==> src/design/pit_pkg.sv <==
package pit_pkg;

    // Command codes carried in the cmd field of an input item.
    localparam logic [1:0] CMD_WRITE = 2'd0;
    localparam logic [1:0] CMD_READ  = 2'd1;
    localparam logic [1:0] CMD_TICK  = 2'd2;

    // Port offsets from the timer base address.
    localparam logic [1:0] OFS_CH0  = 2'd0;
    localparam logic [1:0] OFS_CH1  = 2'd1;
    localparam logic [1:0] OFS_CTRL = 2'd3;

    // Counting modes.
    localparam logic [2:0] MODE_ONE_SHOT = 3'd0;
    localparam logic [2:0] MODE_RATE     = 3'd2;
    localparam logic [2:0] MODE_SQUARE   = 3'd3;

    // Access modes of the control word.
    localparam logic [1:0] ACC_LATCH = 2'd0;
    localparam logic [1:0] ACC_LSB   = 2'd1;
    localparam logic [1:0] ACC_LOHI  = 2'd3;

    // Channel selections.
    localparam logic [1:0] CHAN_0 = 2'd0;
    localparam logic [1:0] CHAN_1 = 2'd1;

    // Control word field masks.
    localparam logic [7:0] CW_MODE_MASK = 8'h0E;
    localparam logic [7:0] CW_ACC_MASK  = 8'h30;
    localparam logic [7:0] CW_CHAN_MASK = 8'hC0;

    typedef struct packed {
        logic [1:0] cmd;
        logic [1:0] port_offset;
        logic [7:0] write_data;
    } t_pit_in;

    typedef struct packed {
        logic [7:0]  read_data;
        logic [15:0] count_now;
    } t_pit_out;

endpackage

==> src/design/pit_core.sv <==
module pit_core (
    input  logic              i_clk,
    input  logic              i_rst_n,
    input  logic              i_advance,
    input  pit_pkg::t_pit_in  i_item,
    output pit_pkg::t_pit_out o_result
);
    import pit_pkg::*;

    logic [15:0] r_count,   n_count;
    logic [15:0] r_reload,  n_reload;
    logic        r_loaded,  n_loaded;
    logic        r_pending, n_pending;
    logic        r_wr_high, n_wr_high;
    logic        r_latch,   n_latch;
    logic        r_rd_high, n_rd_high;
    logic        r_bcd,     n_bcd;
    logic [2:0]  r_mode,    n_mode;
    logic [1:0]  r_acc,     n_acc;
    logic [1:0]  r_chan,    n_chan;
    logic [7:0]  rd_byte;
    logic [15:0] dec_count;
    logic [7:0]  cw;

    assign cw = i_item.write_data;

    // Mode 2 steps by one, mode 3 by two.
    assign dec_count = r_count - ((r_mode == MODE_RATE) ? 16'd1 : 16'd2);

    always_comb begin
        n_count   = r_count;
        n_reload  = r_reload;
        n_loaded  = r_loaded;
        n_pending = r_pending;
        n_wr_high = r_wr_high;
        n_latch   = r_latch;
        n_rd_high = r_rd_high;
        n_bcd     = r_bcd;
        n_mode    = r_mode;
        n_acc     = r_acc;
        n_chan    = r_chan;
        rd_byte   = 8'd0;
        case (i_item.cmd)
            CMD_WRITE: begin
                case (i_item.port_offset)
                    OFS_CH0: begin
                        if (r_chan == CHAN_0 && r_acc == ACC_LOHI) begin
                            if (!r_wr_high) begin
                                n_reload[7:0] = i_item.write_data;
                                n_wr_high     = 1'b1;
                            end else begin
                                n_reload[15:8] = i_item.write_data;
                                n_loaded       = 1'b1;
                                n_pending      = 1'b1;
                                n_wr_high      = 1'b0;
                            end
                        end
                    end
                    OFS_CH1: begin
                        if (r_chan == CHAN_1 && r_acc == ACC_LSB) begin
                            n_reload[7:0] = i_item.write_data;
                            n_loaded      = 1'b1;
                            n_pending     = 1'b1;
                        end
                    end
                    OFS_CTRL: begin
                        n_bcd  = cw[0];
                        n_mode = 3'((cw & CW_MODE_MASK) >> 1);
                        n_acc  = 2'((cw & CW_ACC_MASK) >> 4);
                        n_chan = 2'((cw & CW_CHAN_MASK) >> 6);
                        if (2'((cw & CW_ACC_MASK) >> 4) == ACC_LATCH) begin
                            n_latch = 1'b1;
                        end
                    end
                    default: begin
                    end
                endcase
            end
            CMD_READ: begin
                if (i_item.port_offset == OFS_CH1 && r_latch) begin
                    if (!r_rd_high) begin
                        n_rd_high = 1'b1;
                        rd_byte   = r_count[7:0];
                    end else begin
                        n_rd_high = 1'b0;
                        n_latch   = 1'b0;
                        rd_byte   = r_count[15:8];
                    end
                end
            end
            CMD_TICK: begin
                if (r_mode == MODE_ONE_SHOT) begin
                    if (r_loaded && !r_latch) begin
                        if (r_pending) begin
                            n_count   = r_reload;
                            n_pending = 1'b0;
                        end else begin
                            n_count = r_count - 16'd1;
                        end
                    end
                end else if (r_mode == MODE_RATE || r_mode == MODE_SQUARE) begin
                    if (r_loaded) begin
                        if (r_pending) begin
                            n_count   = r_reload;
                            n_pending = 1'b0;
                        end else if (dec_count == 16'd1) begin
                            n_count = r_reload;
                        end else begin
                            n_count = dec_count;
                        end
                    end
                end
            end
            default: begin
            end
        endcase
    end

    assign o_result.read_data = rd_byte;
    assign o_result.count_now = n_count;

    always_ff @(posedge i_clk) begin
        if (!i_rst_n) begin
            r_count   <= '0;
            r_reload  <= '0;
            r_loaded  <= 1'b0;
            r_pending <= 1'b0;
            r_wr_high <= 1'b0;
            r_latch   <= 1'b0;
            r_rd_high <= 1'b0;
            r_bcd     <= 1'b0;
            r_mode    <= '0;
            r_acc     <= '0;
            r_chan    <= '0;
        end else if (i_advance) begin
            r_count   <= n_count;
            r_reload  <= n_reload;
            r_loaded  <= n_loaded;
            r_pending <= n_pending;
            r_wr_high <= n_wr_high;
            r_latch   <= n_latch;
            r_rd_high <= n_rd_high;
            r_bcd     <= n_bcd;
            r_mode    <= n_mode;
            r_acc     <= n_acc;
            r_chan    <= n_chan;
        end
    end

endmodule

==> src/design/pit_out_reg.sv <==
module pit_out_reg (
    input  logic              i_clk,
    input  logic              i_rst_n,
    input  logic              i_load,
    input  pit_pkg::t_pit_out i_result,
    input  logic              i_out_ready,
    output logic              o_space,
    output logic              o_out_valid,
    output pit_pkg::t_pit_out o_out_data
);
    import pit_pkg::*;

    logic     r_valid;
    t_pit_out r_data;

    // The register can take a new result when empty or when it drains now.
    assign o_space     = !r_valid || i_out_ready;
    assign o_out_valid = r_valid;
    assign o_out_data  = r_data;

    always_ff @(posedge i_clk) begin
        if (!i_rst_n) begin
            r_valid <= 1'b0;
        end else if (o_space) begin
            r_valid <= i_load;
        end
    end

    always_ff @(posedge i_clk) begin
        if (i_load) begin
            r_data <= i_result;
        end
    end

endmodule

==> src/design/interval_timer_with_port_programming.sv <==
// Interval timer with a byte-wide programming port, modeled on the classic
// three-channel interval timer but with one working counter.
//
// Input channel (i_in_valid / o_in_ready / i_in_data): each transfer carries
// one command, a port write, a port read or a timer tick, with the port
// offset and the write byte. Output channel (o_out_valid / i_out_ready /
// o_out_data): exactly one result per command, in order, holding the byte
// returned by a read (zero otherwise) and the counter value after the command.
//
// The result of a command passes the input register and then the output
// register before it transfers out. Throughput is one command per cycle: the
// input register hands its command to the timer logic and the output register
// in the same cycle, so a new command can be taken every cycle while the
// output keeps draining.
//
// Reset (synchronous, active low) clears the counter, the reload value, the
// control word and all sequencing flags, and empties both registers.
// When the receiver stalls, the result waits in the output register, the
// next command waits in the input register, and o_in_ready falls once both
// are full; nothing is dropped and the timer state does not move.
module interval_timer_with_port_programming (
    input  logic              i_clk,
    input  logic              i_rst_n,
    input  logic              i_in_valid,
    output logic              o_in_ready,
    input  pit_pkg::t_pit_in  i_in_data,
    output logic              o_out_valid,
    input  logic              i_out_ready,
    output pit_pkg::t_pit_out o_out_data
);
    import pit_pkg::*;

    logic     r_in_valid;
    t_pit_in  r_in_data;
    logic     out_space;
    logic     advance;
    t_pit_out result;

    // A held command moves on whenever the output register has room. The
    // timer state updates in that same cycle, so state and results stay in
    // step with the order of commands.
    assign advance    = r_in_valid && out_space;
    assign o_in_ready = !r_in_valid || advance;

    always_ff @(posedge i_clk) begin
        if (!i_rst_n) begin
            r_in_valid <= 1'b0;
        end else if (o_in_ready) begin
            r_in_valid <= i_in_valid;
        end
    end

    always_ff @(posedge i_clk) begin
        if (o_in_ready && i_in_valid) begin
            r_in_data <= i_in_data;
        end
    end

    pit_core u_core (
        .i_clk     (i_clk),
        .i_rst_n   (i_rst_n),
        .i_advance (advance),
        .i_item    (r_in_data),
        .o_result  (result)
    );

    pit_out_reg u_out (
        .i_clk       (i_clk),
        .i_rst_n     (i_rst_n),
        .i_load      (advance),
        .i_result    (result),
        .i_out_ready (i_out_ready),
        .o_space     (out_space),
        .o_out_valid (o_out_valid),
        .o_out_data  (o_out_data)
    );

endmodule

==> config.mk <==
export PLATFORM = sky130hd
export DESIGN_NAME = interval_timer_with_port_programming
export DESIGN_NICKNAME = d
export VERILOG_FILES = /design/src/design/pit_pkg.sv /design/src/design/pit_core.sv /design/src/design/pit_out_reg.sv /design/src/design/interval_timer_with_port_programming.sv
export SDC_FILE = /design/constraint.sdc
export NUM_CORES = 1
export LEC_CHECK = 0
export ABC_CLOCK_PERIOD_IN_PS = 7100
export BUFFER_PORTS_ARGS = -buffer_cell sky130_fd_sc_hd__buf_2
export CAP_MARGIN = 15
export CORE_MARGIN = 2
export CORE_UTILIZATION = 62
export DETAILED_ROUTE_END_ITERATION = 7
export PLACE_DENSITY = 0.8
export SYNTH_ARGS = -nofsm -noshare
export SYNTH_HDL_FRONTEND = slang
export SYNTH_SLANG_ARGS = --single-unit
==> constraint.sdc <==
create_clock -name i_clk -period 7.1 [get_ports i_clk]
set_clock_uncertainty 0.05 [all_clocks]
set_input_delay 0.355 -clock i_clk [delete_from_list [all_inputs] [get_ports i_clk]]
set_output_delay 0.355 -clock i_clk [all_outputs]
set_load 0.05 [all_outputs]
---- Yosys cells after proc, flatten, opt, wreduce, memory -nomap -nowiden ----
Index checks and enable logic that the tools add are counted.
Widths: inputs -> output; s select.
cells by class
  reduce and logical (&&, ||, !) cells .... 29
  add/sub/neg operators ................... 2
  shift operators ......................... 0
  mux-type cells .......................... 30
  equal/unequal tests ..................... 25
  multiply operators ...................... 0
  magnitude comparators ................... 0
  divide/modulo/power cells ............... 0
  bitwise gates (word level) .............. 0
operators with widths
  kind                   number
  $mux 16                8
  $mux 8                 4
  $reduce_and 6->1       3
  $eq 16x1->1 const B    1
  $pmux 8 s2             1
  $sub 16x1->16 const B  1
  $sub 16x16->16         1
  $ne 2x1->1 const B     7
  $mux 1                 13
  $ne 3x2->1 const B     4
  $reduce_and 9->1       1
  $eq 2x1->1 const B     4
  $logic_not 2->1        4
  $eq 2x2->1 const B     3
  $eq 3x2->1 const B     2
  $logic_and 1x1->1      6
  $ne 3x1->1 const B     2
  $pmux 1 s2             3
  $reduce_and 3->1       2
  $reduce_bool 2->1      3
  $reduce_and 5->1       1
  $reduce_and 4->1       1
  $logic_not 1->1        3
  $logic_not 3->1        1
  5 further kinds        7
word-level totals
  input port bits ......................... 16
  bits in registers ....................... 82
  logic and storage cells ................. 104
  bits in read-only memories .............. 0
  bits in writable memories ............... 0
  latch bits .............................. 0
  memories kept ........................... 0

---- Longest topological paths before layout ----
Gate-level depths: netlist of the first run.
  word-level depth ........................ 10
  mapped depth ............................ 13
  gate-level depth less buffers ........... 11

---- Hierarchy ----
From an unflattened synthesis of the first run, not the netlist that was laid out.
second synthesis, totals
  cell total of the unflattened synthesis .. 503
  area total of the unflattened synthesis .. 4708.3 µm²
by module, submodules not included
  module                                cells each  seq. area each (µm²)  times used  area each (µm²)
  pit_core                              457         880.8                 1           3513.4
  pit_out_reg                           28          740.7                 1           769.5
  interval_timer_with_port_programming  18          380.4                 1           425.4

---- Worst setup path after synthesis of the first run ----
OpenSTA, ideal clock, no wires.
  path kind ............................... register -> register
  start ................................... register u_core.r_mode[1]
  end ..................................... register u_out.r_data, in the netlist u_out.o_out_data[12], data pin
  cell stages (with the launch flop) ...... 13
  slack ................................... 3.636 ns
  period minus slack after synthesis ...... 3.464 ns
  data required time ...................... 6.775 ns
  path buffers ............................ 1
  arrival ................................. 3.139 ns
  path through ............................ dfxtp_1 nor3b_1 ha_1 inv_1 fa_1 or4_1 nor3_1 nand4_1 a211oi_1 a41oi_2 buf_6 mux2i_1 o221ai_1
RTL lines
  item                    RTL line           source
  start, declared         pit_core.sv:18     logic [2:0] r_mode, n_mode;
  start signal, assigned  pit_core.sv:144    r_mode <= n_mode;
  end signal, assigned    pit_out_reg.sv:31  r_data <= i_result;
  end, declared           pit_out_reg.sv:14  t_pit_out r_data;

==> metrics, run 1 <==
Yosys warning count 0; Setup TNS 0 ns; Power Density 196 mW/mm²; Slew headroom 22.9%; core area 0.00729 mm²; area fraction of the dominant cell type after synthesis 23.1%; dpl cells 613; Cell Area, Synth 0.00469 mm²; routability cong. 0.946; slowest library cell on the worst path nor3b_1; vias in the first global route 3871; worst vdd ir 0.126 mV; wirelength, routed 12.9 mm; sequential-to-total area share from yosys stat 42.7%; WS Path Type flip-flop to flip-flop; critical-path maximum fanout 12; worst hold path type primary input to flip-flop; routed vias 4125; status completed; # clock sinks 82; Detailed Place HPWL 9.11 mm; Least-Margin Pin Slew 1.15 ns; Critical R2R Capture u_out.o_out_data[0]; CTS Hold Bufs 0; ant diodes 0; CTS buffer count 9; Most used DFF post-synth dfxtp_1; CTS tree built; CP required 7.15 ns; CP Capture Type flip-flop; H-tree Lvls 3; slowest stage delay, CP 0.63 ns; Area Growth Syn to Fin 8.36%; critical path arrival 4.32 ns; Cell Count, Final, Fillers Out 629; Initial DRT Pass Iterations 7; top cell type by total area after synthesis edfxtp_1; Routed WL per cell 20.4 µm; Final Worst Setup Slack 2.83 ns; Reg clk slew, reported paths 0.10 ns; I/O Pins 42; Async SR Flop Fraction 0%; worst skew pair latency 0.36 ns; worst path bufs/invs 1; final period utilization 60.2%; crit-path cells nor3b_1 -> ha_1 -> inv_1 -> fa_1 -> or4_1 -> nor3_1 -> nand4_1 -> a211oi_1 -> a41oi_2 -> o211ai_1 -> a22oi_1; cell leakage power 1.89 nW; largest net degree at the start of global routing 44; complex-gate fraction of the synthesized area 18.1%; pre-CTS setup slack 2.91 ns; Layout fillers 583; drt initial violations 455; post-CTS setup buffer count 0; GRT Residual Overflow 0; Power, Total 994 µW; I/O Buffers 41; die outline height 90.9 µm; Die X 90.9 µm; fraction of the mapped netlist area in adder cells 1.23%; cells on worst reg2reg path 11; Synth cell types 65; DRC 0; cell count after synthesis 507; Post-CTS Resized 0; top-count cell post-synth nand2_1; Tmin final 4.27 ns; wire length of the first global-routing pass 20.7 mm; Final Max Slew Viols 0; most instantiated cells after synthesis nand2_1 (54), dfxtp_1 (46), mux2i_1 (39); RSZ-0062 raised after global routing no; simple-gate share of the synthesized area 21.3%; R2R setup slack 2.83 ns; Die ar. 0.00827 mm²; Hold EP r_in_data[7]; initial antenna violation count 0; Tot GR Track Use 32.1%; via density per instance 6.56; delay-heaviest family, CP compound AO/OA/AOI/OAI gates; clock tree buffer depth 2; mean area per synthesized cell 9.24 µm²; Hold Fails Final Rpt 0; setup violators final 0; share of cells above drive strength 1 13.8%; Post-Synth XOR/XNOR Area 3.93%; reg-to-reg startpoint u_core.r_mode[1]; Max Cap Viol 0; final antenna-violating net count 0; fin nets 545; # rows 31; worst hold path depth 1; starting density of the core 64.3%; synth top area cells edfxtp_1 (23%), dfxtp_1 (20%), mux2i_1 (8.3%); root buffer cell clkbuf_8; largest family of logic cells by synthesized area simple AND/OR/NAND/NOR gates; Syn Nets 527; crit start category flip-flop; Yosys reg bits 82; mux cell area share after synthesis 8.33%; Hold Startpoint i_in_data[7]; Highest Clock Rate 234 MHz; Post-synth EDFFs 36
-- how the worst max path moves through the flow --
stage                                 from                   end  depth (start not counted)
after global routing      u_core.r_mode[1]  u_out.o_out_data[15]                         11
final                     u_core.r_mode[1]   u_out.o_out_data[0]                         11
after detailed placement  u_core.r_mode[1]  u_out.o_out_data[12]                         11
after global placement    u_core.r_mode[1]   u_out.o_out_data[0]                         11
after floorplan           u_core.r_mode[1]  u_out.o_out_data[12]                         12
after CTS                 u_core.r_mode[1]   u_out.o_out_data[0]                         11
-- per-stage QoR --
step / hold WS (ns) / cell area, µm² / util, %
after detailed placement: 0.444 / 4880 / 66.9
after floorplan: 0.401 / 4690 / -
after global placement: 0.439 / 4880 / 66.9
after CTS: 0.117 / 5080 / 69.6
after global routing: 0.108 / 5080 / 69.6
final: 0.121 / 5080 / 69.6
-- area by class of cell --
type                    instances  area (µm²)  area share (%)
multi-input cells             377        2480            48.9
flip-flops and latches         82        2000            39.4
repair buffers                 44         228            4.48
clock buffers                   9         124            2.44
well taps                      99         124            2.44
clock inverters                 7        76.3            1.50
inverters                      11        41.3           0.813
-- placed cells by master, fill, tap and decap left out, drive strengths merged, types with 4 or more instances in the layout --
cell	count
nand2	54
dfxtp	46
buf	44
mux2i	39
edfxtp	36
nor2	35
o21ai	32
nor2b	31
a21oi	15
nor3	13
inv	13
nand3	12
xor2	11
o221ai	11
xnor2	10
o31ai	9
clkbuf	9
nor4	8
a21boi	7
a31oi	6
or4	6
nand2b	5
or3	5
nand4	4
a211oi	4
a221o	4
a21o	4
and2	4
-- sequential cells by signal, summed over array words and instances (netlist names) --
| register | flops |
|---|---|
| u_out.o_out_data | 24 |
| u_core.r_count | 16 |
| u_core.r_reload | 16 |
| r_in_data | 12 |
| u_core.r_mode | 3 |
| u_core.r_acc | 2 |
| u_core.r_chan | 2 |
| r_in_valid | 1 |
| u_core.r_latch | 1 |
| u_core.r_loaded | 1 |
| u_core.r_pending | 1 |
| u_core.r_rd_high | 1 |
| u_core.r_wr_high | 1 |
| u_out.o_out_valid | 1 |
-- report_power, final --
group | leakage, nW | internal [mW] | switching [mW]
Clock | 0.0962 | 0.165 | 0.185
Sequential | 0.727 | 0.505 | 0.0133
Combinational | 1.07 | 0.0426 | 0.0825
-- metal layers --
metal  part of all wire [%]  global-route usage (%)  wire [µm]
met1                     42                    42.6       5380
met3                    8.2                    4.98       1060
met4                    3.0                    12.4        387
met2                     47                    52.9       6030
met5                      0                       0          0
-- logic make-up (layout without fill, tap and decap cells) --
family	count (synthesis)	after routing
AND/OR/NAND/NOR	191	191
AO/OA/AOI/OAI	122	122
flip-flops	82	82
buffers and inverters	48	71
multiplexers	39	39
XOR/XNOR	21	21
adder cells (fa/ha/maj)	4	4
-- worst reg2reg max path: stages, from the launching register on --
cell      delay (ns)
dfxtp_1         0.44
nor3b_1         0.63
ha_1            0.28
inv_1           0.06
fa_1            0.46
or4_1           0.41
nor3_1          0.15
nand4_1         0.17
a211oi_1        0.30
a41oi_2         0.53
o211ai_1        0.44
a22oi_1         0.12
No activity file was read; power rests on OpenSTA's default activity.
==> run 2, diff against run 1 <==
ABC_CLOCK_PERIOD_IN_PS = 3840   (was 7100)
CORE_UTILIZATION = 54   (was 62)
PLACE_DENSITY = 0.73   (was 0.8)
clock period = 3.84 ns   (was 7.1 ns; I/O delays follow)
==> run 2 against run 1 <==
  * Die area rose by 14%
  * Maximum frequency rose by 21%
  * Final area rose by 4.7%
  * Highest routed layer unchanged
  * Sequential power rose by 84%
  * Flip-flop and latch count did not move
  * Largest cell class unchanged
  * Largest power group unchanged
  * Combinational power rose by 110%
  * Global-route usage fell by 2.4 points
==> metrics, run 2 (synthesis gave the netlist of run 1 again) <==
Area Growth Syn to Fin 13.5%; Die X 97.2 µm; Slew headroom 22.3%; die outline height 97.2 µm; vias in the first global route 4200; routed vias 4211; I/O Pins 42; # rows 33; Least-Margin Pin Slew 1.16 ns; cell leakage power 2.02 nW; wirelength, routed 13.5 mm; DRC 0; GRT met3 Usage 5.83%; met2 Use GR 49.2%; slowest library cell on the worst path fa_1; drt initial violations 559; status completed; I/O Buffers 41; wire length of the first global-routing pass 22.2 mm; Setup TNS 0 ns; Initial DRT Pass Iterations 5; ant diodes 0; Die ar. 0.00944 mm²; Max Cap Viol 0; critical path arrival 3.58 ns; design area 0.00532 mm²; setup violators final 0; most crowded layer after global routing met2; via density per instance 6.36; share of cells above drive strength 1 15.6%; CP Capture Type flip-flop; largest net degree at the start of global routing 44; R2R setup slack 0.30 ns; RSZ-0062 raised after global routing no; Highest Clock Rate 282 MHz; Largest register FFs 24; delay-heaviest family, CP simple AND/OR/NAND/NOR gates; Tot GR Track Use 29.7%; clock tree buffer depth 2; GRT Residual Overflow 0; Tmin final 3.54 ns; met1 GRT Util 39.1%; placed inst area 0.00499 mm²; CTS buffer count 9; Routed WL per cell 20.4 µm; slowest stage delay, CP 0.46 ns; fin nets 572; commonest non-fill, non-tap cell in the layout nand2_1; initial antenna violation count 0; worst path bufs/invs 2; worst hold path type primary input to flip-flop; crit start category flip-flop; Reg clk slew, reported paths 0.09 ns; most frequent cells in the layout nand2_1 (54), dfxtp_1 (46), buf_2 (41), mux2i_1 (39), edfxtp_1 (36); Power Density 351 mW/mm²; starting density of the core 56.5%; WS Path Type flip-flop to flip-flop; root buffer cell clkbuf_8; core area 0.00830 mm²; routability cong. 1.07; CTS tree built; # clock sinks 82; crit-path cells nor3b_2 -> ha_1 -> inv_1 -> fa_1 -> or4_1 -> nor3_1 -> nand4_1 -> a211oi_1 -> a41oi_2 -> buf_4 -> mux2i_1 -> o221ai_1; final period utilization 92.2%; worst skew pair latency 0.37 ns; Hold Fails Final Rpt 0; critical-path maximum fanout 7; Final Max Slew Viols 0; final antenna-violating net count 0; Detailed Place HPWL 9.55 mm; worst vdd ir 0.239 mV; CP required 3.88 ns; H-tree Lvls 3
==> run 2: final cells by class <==
type	count	area (µm²)
fill	676	2980
multi-input combinational	377	2480
sequential	82	2000
timing repair buffer	71	460
tap	105	131
clock buffer	10	128
clock inverter	6	72.6
inverter	11	41.3
==> run 2: worst reg2reg max path: stages, from the launching register on <==
cell	delay, ns
dfxtp_1	0.43
nor3b_2	0.24
ha_1	0.22
inv_1	0.07
fa_1	0.46
or4_1	0.41
nor3_1	0.14
nand4_1	0.19
a211oi_1	0.30
a41oi_2	0.17
buf_4	0.21
mux2i_1	0.21
o221ai_1	0.16
==> run 2: through the flow <==
step           cells  setup WS [ns]  utilization, %  total power [mW]  hold WS [ns]
2_1_floorplan    507          0.376               -              1.15         0.241
3_3_place_gp     634          0.421            60.1              1.21         0.318
3_5_place_dp     634          0.260            60.1              1.22         0.320
4_1_cts          662          0.231            64.0              1.86        0.0123
5_1_grt          662         0.0450            64.1              1.94        0.0283
6_report         662          0.299            64.1              1.86        0.0190
==> run 2: layer usage <==
metal | up-vias | wire (µm)
met1 | 2006 | 5470
met2 | 226 | 6550
met3 | 32 | 1190
met4 | 0 | 322
li1 | 1947 | -
met5 | - | 0
==> run 2: worst paths after layout <==
check | cells after the start | from | end
setup / recovery | 12 | u_core.r_mode[1] | u_out.o_out_data[15]
hold / removal | 3 | i_in_valid | r_in_valid
setup reg to reg | 12 | u_core.r_mode[1] | u_out.o_out_data[15]
hold reg to reg | 2 | u_core.r_acc[0] | u_core.r_acc[0]
==> run 2: power by group <==
group	switching [mW]	internal (mW)
Combinational	0.162	0.0962
Sequential	0.0213	0.933
Clock	0.343	0.308
==> run 2: repair_timing <==
item / CTS / global route
hold buffers: 12 / 0
resized for setup: 0 / 1
setup endpoints to repair: 0 / 5
endpoints found under the hold margin: 12 / 0
setup buffers: 0 / 0
==> run 3, diff against run 2 <==
ABC_CLOCK_PERIOD_IN_PS = 3450   (was 3840)
CORE_UTILIZATION = 60   (was 54)
CTS_CLUSTER_SIZE = 40   (was not set)
HOLD_SLACK_MARGIN = 0.08   (was not set)
PLACE_DENSITY = 0.77   (was 0.73)
clock period = 3.45 ns   (was 3.84 ns; I/O delays follow)
==> run 3 against run 2 <==
  * Worst hold slack better by 0.097 ns
  * Sequential power up 11%
  * Worst setup slack worse by 0.17 ns
  * Via count up 1.9%
  * Highest routed layer unchanged
  * Critical path type unchanged
==> metrics, run 3 (synthesis gave the netlist of run 1 again) <==
status completed; Power Density 368 mW/mm²; Die X 92.4 µm; Hold Startpoint i_out_ready; ant diodes 0; routability cong. 1.02; Hold Fails Final Rpt 0; largest net degree at the start of global routing 44; # rows 32; RSZ-0062 raised after global routing no; Initial DRT Pass Iterations 8; critical-path maximum fanout 4; Detailed Place HPWL 9.81 mm; WS Path Type flip-flop to flip-flop; Tmin final 3.32 ns; pre-CTS setup slack -0.000572 ns; Power, Total 2.02 mW; root buffer cell clkbuf_8; commonest non-fill, non-tap cell in the layout nand2_1; crit start category flip-flop; Routed WL per cell 20.2 µm; Reg clk slew, reported paths 0.09 ns; Crit. Startpoint u_core.r_mode[2]; I/O Buffers 41; Area Growth Syn to Fin 17.0%; starting density of the core 61.3%; drt initial violations 378; core area 0.00765 mm²; final period utilization 96.1%; Setup TNS 0 ns; H-tree Lvls 3; setup violators final 0; critical path arrival 3.36 ns; final antenna-violating net count 0; worst hold path type primary input to flip-flop; vias in the first global route 4161; CP Capture Type flip-flop; hold slack final 0.116 ns; fin nets 588; die outline height 92.4 µm; reg-to-reg startpoint u_core.r_mode[2]; DRC 0; I/O Pins 42; Slew headroom 24.0%; CTS tree built; Final Max Slew Viols 0; Die ar. 0.00853 mm²; cell leakage power 2.09 nW; # clock sinks 82; worst vdd ir 0.281 mV; Tot GR Track Use 33.5%; worst skew pair latency 0.36 ns; initial antenna violation count 0; CTS buffer count 9; GRT Residual Overflow 0; Largest register FFs 24; Least-Margin Pin Slew 1.13 ns; Final Worst Setup Slack 0.133 ns; CP required 3.49 ns; most frequent cells in the layout nand2_1 (54), dfxtp_1 (45), buf_2 (41), mux2i_1 (37), edfxtp_1 (36); wire length of the first global-routing pass 21.8 mm; clock tree buffer depth 2; routed vias 4291; wirelength, routed 13.7 mm; share of cells above drive strength 1 19.5%; via density per instance 6.36; Max Cap Viol 0; Highest Clock Rate 302 MHz; Final Util 71.7%
-- run 3: routing by layer --
metal / routed length, µm / track usage [%]
met1: 5570 / 44.5
met2: 6470 / 54.7
met3: 1200 / 5.61
met4: 413 / 13.4
met5: 0 / 0
-- run 3: through the flow --
stage / std cells / cell area, µm²
3_5_place_dp: 643 / 5080
6_report: 675 / 5480
5_1_grt: 675 / 5480
4_1_cts: 672 / 5400
2_1_floorplan: 507 / 4690
3_3_place_gp: 643 / 5080
-- run 3: worst max-delay path, stage by stage, from the launching register on --
cell and delay [ns]:
dfxtp_1 0.34, nor3b_4 0.21, ha_2 0.21, inv_1 0.06, fa_1 0.45, or4_1 0.40, nor3_1 0.15, nand4_1 0.18
a211oi_2 0.22, a41oi_2 0.23, buf_4 0.20, o211ai_1 0.24, a22oi_2 0.12
-- run 3: cell type report --
cell class,instances,area (µm²)
Fill cell,617,2160
Sequential cell,82,2000
Multi-Input combinational cell,377,2540
Clock inverter,6,50.0
Timing Repair Buffer,87,591
Inverter,11,41.3
Tap cell,102,128
Clock buffer,10,128
-- run 3: what timing repair did --
item	CTS	global route
hold buffers	13	0
setup endpoints to repair	2	28
gates resized for setup	1	14
endpoints found under the hold margin	13	0
setup buffers	0	3
pin swaps	0	8
-- run 3: final timing paths --
kind	to	slack [ns]	cells past startpoint
setup / recovery	u_out.o_out_data[0]	0.13	12
hold / removal	r_in_valid	0.12	4
setup reg to reg	u_out.o_out_data[0]	0.13	12
hold reg to reg	u_core.r_count[14]	0.46	2
-- run 3: report_power, final --
| part | internal, mW | leakage, nW | total [mW] | switching [mW] |
|---|---|---|---|---|
| registers | 1.04 | 0.727 | 1.06 | 0.0251 |
| clock network | 0.269 | 0.0835 | 0.651 | 0.381 |
| logic | 0.117 | 1.28 | 0.302 | 0.185 |
| total | 1.43 | 2.09 | 2.02 | 0.591 |
